<file path="config.mk">
export PLATFORM = sky130hd
export DESIGN_NAME = bubble_sort_engine
export DESIGN_NICKNAME = d
export VERILOG_FILES = /design/src/hdl/bse_pkg.sv /design/src/hdl/bse_datapath.sv /design/src/hdl/bse_ctrl.sv /design/src/hdl/bubble_sort_engine.sv
export SDC_FILE = /design/constraint.sdc
export NUM_CORES = 2
export LEC_CHECK = 0
export ABC_AREA = 0
export BUFFER_PORTS_ARGS = -buffer_cell sky130_fd_sc_hd__buf_2
export CORE_MARGIN = 2
export CORE_UTILIZATION = 39
export DETAILED_ROUTE_END_ITERATION = 7
export PLACE_DENSITY_LB_ADDON = 0.12
export SLEW_MARGIN = 20
export SYNTH_ARGS = -nofsm -noshare
export SYNTH_HDL_FRONTEND = slang
export SYNTH_SLANG_ARGS = --single-unit
</file>
<file path="constraint.sdc">
create_clock -name clk_i -period 7.5 [get_ports clk_i]
set_clock_uncertainty 0.05 [all_clocks]
set_input_delay 0.75 -clock clk_i [delete_from_list [all_inputs] [get_ports clk_i]]
set_output_delay 0.75 -clock clk_i [all_outputs]
set_load 0.005 [all_outputs]
</file>
<file path="src/hdl/bse_pkg.sv">
`timescale 1ns / 1ps

package bse_pkg;

  localparam int DEPTH  = 32;
  localparam int DATA_W = 32;
  localparam int CNT_W  = $clog2(DEPTH + 1);

  typedef logic signed [DATA_W-1:0] data_t;
  typedef logic [CNT_W-1:0]         count_t;

  typedef struct packed {
    logic load;
    logic sort;
    logic odd;
    logic shift;
  } cmd_t;

  typedef struct packed {
    count_t count;
    logic   last;
  } status_t;

endpackage

</file>
<file path="src/hdl/bse_datapath.sv">
`timescale 1ns / 1ps

module bse_datapath
  import bse_pkg::*;
(
  input  logic    clk_i,
  input  logic    rst_ni,
  input  cmd_t    cmd_i,
  input  data_t   value_i,
  input  logic    cfg_we_i,
  input  logic    cfg_descending_i,
  output status_t status_o,
  output data_t   head_o
);

  data_t  elem_q [DEPTH];
  data_t  elem_d [DEPTH];
  count_t count_q, count_d;
  logic   desc_q, desc_d;
  logic   full;
  logic [DEPTH-2:0] swap;

  assign full = (count_q == CNT_W'(DEPTH));

  // compare-swap cells, one per neighbor pair
  always_comb begin
    for (int i = 0; i < DEPTH - 1; i++) begin
      swap[i] = cmd_i.sort && (1'(i) == cmd_i.odd) && (CNT_W'(i + 1) < count_q) &&
                (desc_q ? (elem_q[i] < elem_q[i + 1]) : (elem_q[i] > elem_q[i + 1]));
    end
  end

  always_comb begin
    for (int i = 0; i < DEPTH; i++) begin
      elem_d[i] = elem_q[i];
    end
    if (cmd_i.load && !full) begin
      for (int i = 0; i < DEPTH; i++) begin
        if (CNT_W'(i) == count_q) begin
          elem_d[i] = value_i;
        end
      end
    end
    if (cmd_i.sort) begin
      for (int i = 0; i < DEPTH - 1; i++) begin
        if (swap[i]) begin
          elem_d[i]     = elem_q[i + 1];
          elem_d[i + 1] = elem_q[i];
        end
      end
    end
    if (cmd_i.shift) begin
      for (int i = 0; i < DEPTH - 1; i++) begin
        elem_d[i] = elem_q[i + 1];
      end
    end
  end

  always_comb begin
    count_d = count_q;
    if (cmd_i.load && !full) begin
      count_d = count_q + CNT_W'(1);
    end else if (cmd_i.shift) begin
      count_d = count_q - CNT_W'(1);
    end
  end

  assign desc_d = cfg_we_i ? cfg_descending_i : desc_q;

  always_ff @(posedge clk_i or negedge rst_ni) begin
    if (!rst_ni) begin
      count_q <= '0;
      desc_q  <= 1'b0;
    end else begin
      count_q <= count_d;
      desc_q  <= desc_d;
    end
  end

  always_ff @(posedge clk_i) begin
    for (int i = 0; i < DEPTH; i++) begin
      elem_q[i] <= elem_d[i];
    end
  end

  assign status_o.count = count_q;
  assign status_o.last  = (count_q == CNT_W'(1));
  assign head_o         = elem_q[0];

endmodule

</file>
<file path="src/hdl/bse_ctrl.sv">
`timescale 1ns / 1ps

module bse_ctrl
  import bse_pkg::*;
(
  input  logic    clk_i,
  input  logic    rst_ni,
  input  logic    in_valid_i,
  input  logic    last_in_i,
  output logic    in_ready_o,
  output logic    out_valid_o,
  input  logic    out_ready_i,
  input  status_t status_i,
  output cmd_t    cmd_o
);

  typedef enum logic [2:0] {
    ST_LOAD = 3'b001,
    ST_SORT = 3'b010,
    ST_EMIT = 3'b100
  } state_e;

  state_e state_q, state_d;
  count_t phase_q, phase_d;
  count_t phase_next;

  assign phase_next = phase_q + CNT_W'(1);

  always_comb begin
    state_d     = state_q;
    phase_d     = phase_q;
    cmd_o       = '0;
    in_ready_o  = 1'b0;
    out_valid_o = 1'b0;
    unique case (state_q)
      ST_LOAD: begin
        in_ready_o = 1'b1;
        cmd_o.load = in_valid_i;
        if (in_valid_i && last_in_i) begin
          state_d = ST_SORT;
          phase_d = '0;
        end
      end
      ST_SORT: begin
        cmd_o.sort = 1'b1;
        cmd_o.odd  = phase_q[0];
        phase_d    = phase_next;
        if (phase_next >= status_i.count) begin
          state_d = ST_EMIT;
        end
      end
      ST_EMIT: begin
        out_valid_o = 1'b1;
        cmd_o.shift = out_ready_i;
        if (out_ready_i && status_i.last) begin
          state_d = ST_LOAD;
        end
      end
      default: begin
        state_d = ST_LOAD;
      end
    endcase
  end

  always_ff @(posedge clk_i or negedge rst_ni) begin
    if (!rst_ni) begin
      state_q <= ST_LOAD;
      phase_q <= '0;
    end else begin
      state_q <= state_d;
      phase_q <= phase_d;
    end
  end

endmodule

</file>
<file path="src/hdl/bubble_sort_engine.sv">
`timescale 1ns / 1ps

// Collects a set of signed 32-bit values, one beat per cycle, until a beat
// with last_in_i; beats beyond the DEPTH-entry store are dropped, but a
// dropped last still closes the set. The held n values are then sorted by a
// row of compare-swap cells doing one odd-even transposition phase per cycle,
// with the order taken from the descending register, and are emitted one
// beat per cycle from the head of the row while out_ready_i is high, the
// final one with last_out_o. The input stays stalled during sort and
// emission. The register is written through its own channel, which is
// always ready.

module bubble_sort_engine
  import bse_pkg::*;
(
  input  logic  clk_i,
  input  logic  rst_ni,
  input  logic  in_valid_i,
  output logic  in_ready_o,
  input  data_t value_i,
  input  logic  last_in_i,
  output logic  out_valid_o,
  input  logic  out_ready_i,
  output data_t sorted_value_o,
  output logic  last_out_o,
  input  logic  cfg_valid_i,
  output logic  cfg_ready_o,
  input  logic  cfg_descending_i
);

  cmd_t    cmd;
  status_t status;

  assign cfg_ready_o = 1'b1;

  bse_ctrl u_ctrl (
    .clk_i       (clk_i),
    .rst_ni      (rst_ni),
    .in_valid_i  (in_valid_i),
    .last_in_i   (last_in_i),
    .in_ready_o  (in_ready_o),
    .out_valid_o (out_valid_o),
    .out_ready_i (out_ready_i),
    .status_i    (status),
    .cmd_o       (cmd)
  );

  bse_datapath u_datapath (
    .clk_i            (clk_i),
    .rst_ni           (rst_ni),
    .cmd_i            (cmd),
    .value_i          (value_i),
    .cfg_we_i         (cfg_valid_i),
    .cfg_descending_i (cfg_descending_i),
    .status_o         (status),
    .head_o           (sorted_value_o)
  );

  assign last_out_o = status.last;

endmodule

</file>
==> summary.txt <==
Yosys
  – Syn Area/Cell: 8.05 µm²
  – Yosys cell types: 88
  – Area contributors post-synth: dfxtp_1 (26%), ha_1 (16%), mux2i_1 (12%)
  – Count leader, synth: nand2_1
  – Post-synth EDFFs: 0
  – Ys flop type: dfxtp_1
  – Post-synthesis instance area: 0.0788 mm²
  – Synth Warn #: 0
  – Register area share after synthesis: between 20% and 30%
  – Post-synth top area share: 26.0%
  – Net count after synthesis: 10.8k
  – FF+latch count, synth: 1040
  – Synth cell count leaders: nand2_1 (1099), inv_1 (1052), dfxtp_1 (1024)
  – Area leader, netlist: dfxtp_1
  – Synth async-reset ratio: 1.54%
  – Gate Count Post-Synth: 9789

Clock tree
  – Bufs on Longest Clock Path: 3
  – # H-tree levels: 4
  – Postcts setup bufs: 0
  – Sink Count: approximately 1.0k
  – Skew-Pair Late Insertion Delay: 0.82 ns
  – Num CTS Buffers: between 100 and 150
  – CTS Root Cell: clkbuf_16
  – Post_cts resized: 0
  – Worst-path clk slew: 0.06 ns
  – CTS tree: built

Global routing
  – Total gr overflow: 0
  – First-pass GRT wire length: 450000 µm
  – Largest net degree at the start of global routing: 160
  – Total track usage: 28.1%
  – Vias in the first global route: 70.7k
  – Antenna violations before repair: 9

Setup path
  – Nature of the critical path startpoint: flip-flop
  – Peak per-stage delay on the critical path: about 0.83 ns
  – CP Buf/Inv Count: 2
  – Worst setup path class: reg -> reg
  – Critical path's slowest cell: dfrtp_1
  – Worst EP required: 8.07 ns
  – Worst-path cell chain: clkinv_1 -> nand2_1 -> o21a_1 -> nand2_1 -> nor2_4 -> buf_4 -> o21ai_0 -> o31ai_1 -> mux2i_1
  – Crit. End Element: flip-flop
  – Crit path max fanout: 38
  – CP dominant cell by count: nand2_1
  – Delay-heaviest family, CP: compound AO/OA/AOI/OAI gates
  – Critical Path AT: 5.63 ns

Placed design
  – DP Worst Slack: 2.66 ns
  – Dpl cells: ~12k
  – RD Place Congestion: a little over 0.9
  – Port buffer count: 73
  – Post-DP HPWL: 216000 µm

STA
  – Worst setup margin: 2.44 ns
  – Period utilisation layout: ~67%
  – Slew headroom: 22.4%
  – Endpoints failing setup: 0
  – Final Max Tran Viols: 0
  – Post-layout min period: ~5 ns
  – Actual slew at the worst max-slew pin: 1.16 ns
  – RSZ-0062 raised after global routing: false
  – Fin. Hold Viols: 0
  – Fmax: slightly below 200 MHz
  – Setup TNS: 0 ns

Floorplan
  – Die height: 454 µm
  – IO Count: 75
  – Die area: 0.206 mm²
  – Core area: 0.201 mm²
  – Die width: between 400 and 500 µm
  – Initial Utilization: 39.1%
  – Rows: 165

Flow run
  – Max_cap viols: 0

Routing
  – Starting DRT DRC Count: 6168
  – Routed length per instance: 24.2 µm
  – Routed Antenna Nets: 0
  – Vias: 73.1k
  – Final wirelength: 297000 µm
  – Routed vias/inst: ~6.0
  – Post-route DRC violation count: 0
  – Drt first pass iters: 6

Cells and area
  – Layout cells sized above 1: 8.13%
  – Fillers: 20.2k
  – Final net count: 10.5k
  – Multi-input combinational cell area: about 0.052 mm²
  – Seq. cell area: 0.0209 mm²
  – P&R area growth vs syn: 9.00%
  – Final std cells w/o fill: 12.3k

Min path
  – Worst hold path type: in -> reg

Pwr
  – P per Cell Area: 427 mW/mm²
  – Pint: 0.0199 W
  – Power share of the combinational group: 48.2%
  – Clk pwr share: a little under a fifth
  – Leakage: 40.9 nW
  – Peak supply drop: 281 µV
  – Switch share: 45.8%
  – Reg power frac: 33.4%
  – Switching power: 0.0168 W

Outcome
  – Status: complete, no violations
-- layout by cell type (no fill, tap or decap), types with 21 or more instances in the layout --
cell type / Yosys / final
nor4_1: 35 / 33
buf_4: 17 / 139
dfxtp_1: 1024 / 1024
clkbuf_16: 0 / 142
a221oi_1: 71 / 71
mux2_2: 245 / 245
clkbuf_8: 0 / 32
nand2_1: 1099 / 1086
o21ai_1: 58 / 56
a21oi_1: 710 / 703
ha_1: 1003 / 1003
a21o_1: 118 / 117
nand3_1: 168 / 161
o31ai_1: 72 / 72
clkbuf_1: 514 / 37
o2111ai_1: 34 / 33
and4_1: 35 / 35
a211oi_1: 94 / 94
or4_1: 37 / 37
o221ai_1: 38 / 38
o211ai_1: 136 / 136
nor3_1: 66 / 62
buf_2: 82 / 73
nor2_4: 3 / 25
nand4_1: 191 / 191
a22oi_1: 33 / 33
a31oi_1: 204 / 204
a221o_1: 39 / 39
o22ai_1: 384 / 384
nor2_1: 380 / 355
xnor2_1: 21 / 21
inv_1: 1052 / 1051
a222oi_1: 31 / 31
a211o_1: 35 / 35
o21ai_0: 534 / 534
nor2b_1: 42 / 42
mux2i_1: 916 / 913
-- repair_timing --
action,4_1_cts,5_1_grt
hold buffers,1,0
endpoints found under the hold margin,15,0
endpoints found under the setup margin,0,0
-- through the flow --
| stage | cell area (µm²) | hold slack (ns) | util (%) | total power [W] |
|---|---|---|---|---|
| after floorplan | 78800 | 0.392 | - | 0.0235 |
| after global placement | 81300 | 0.429 | 40.3 | 0.0290 |
| after detailed placement | 81300 | 0.430 | 40.3 | 0.0297 |
| after CTS | 85800 | 0.0332 | 42.6 | 0.0365 |
| after global routing | 85900 | 0.0745 | 42.6 | 0.0398 |
| final | 85900 | 0.0926 | 42.7 | 0.0367 |
-- cell type report --
type	instances	share of cell area (%)
Multi-Input combinational cell	7034	60.1
Sequential cell	1040	24.3
Clock buffer	211	4.81
Inverter	1054	4.60
Tap cell	2672	3.89
Timing Repair Buffer	220	1.82
Clock inverter	33	0.405
Antenna cell	6	0.0175
-- power groups by stage --
stage          sequential [W]  clock, W  combinational, W
5_1_grt                0.0125   0.00708            0.0202
4_1_cts                0.0121   0.00687            0.0175
3_5_place_dp           0.0123         0            0.0174
2_1_floorplan          0.0102         0            0.0133
3_3_place_gp           0.0122         0            0.0168
6_report               0.0123   0.00674            0.0177
-- layer usage --
layer  vias to the layer above  global-route usage (%)  share of wire (%)
li1                      34900                       -                  -
met2                      2064                    45.5                 45
met5                         -                       0                  0
met4                         0                    9.34                3.3
met3                       420                    3.74                5.2
met1                     35700                    38.3                 46
-- worst paths after layout --
kind                            slack (ns)                        to  cells past startpoint               startpoint
worst max-delay path                  2.44  u_datapath.elem_q[3][20]                      9    u_datapath.count_q[2]
min in group asynchronous             0.43         u_datapath.desc_q                      2                   rst_ni
worst max register to register        2.44  u_datapath.elem_q[3][20]                      9    u_datapath.count_q[2]
worst min register to register        0.44   u_datapath.elem_q[1][7]                      2  u_datapath.elem_q[2][7]
worst min-delay path                  0.09         u_datapath.desc_q                      2              cfg_valid_i
max in group asynchronous             6.53         u_datapath.desc_q                      2                   rst_ni
-- cell families (layout without fill, tap and decap cells) --
group / Yosys count / after routing / synth area share (%)
AOI/OAI and AO/OA: 2679 / 2679 / 21.1
and+or+nand+nor: 2143 / 2143 / 12.2
buffers and inverters: 1715 / 1518 / 8.51
muxes: 1176 / 1176 / 15.4
DFF: 1040 / 1040 / 26.5
adders and majority gates: 1003 / 1003 / 15.9
xor gates and xnor gates: 32 / 32 / 0.355
other: 1 / 7 / 0.00476
-- sequential cells by signal (all words and copies together), names as in the netlist --
name                flops
u_ctrl.state_q          3
u_datapath.desc_q       1
u_datapath.count_q      6
u_datapath.elem_q    1024
u_ctrl.phase_q          6
Note: power is estimated with default switching activity, not from simulation.
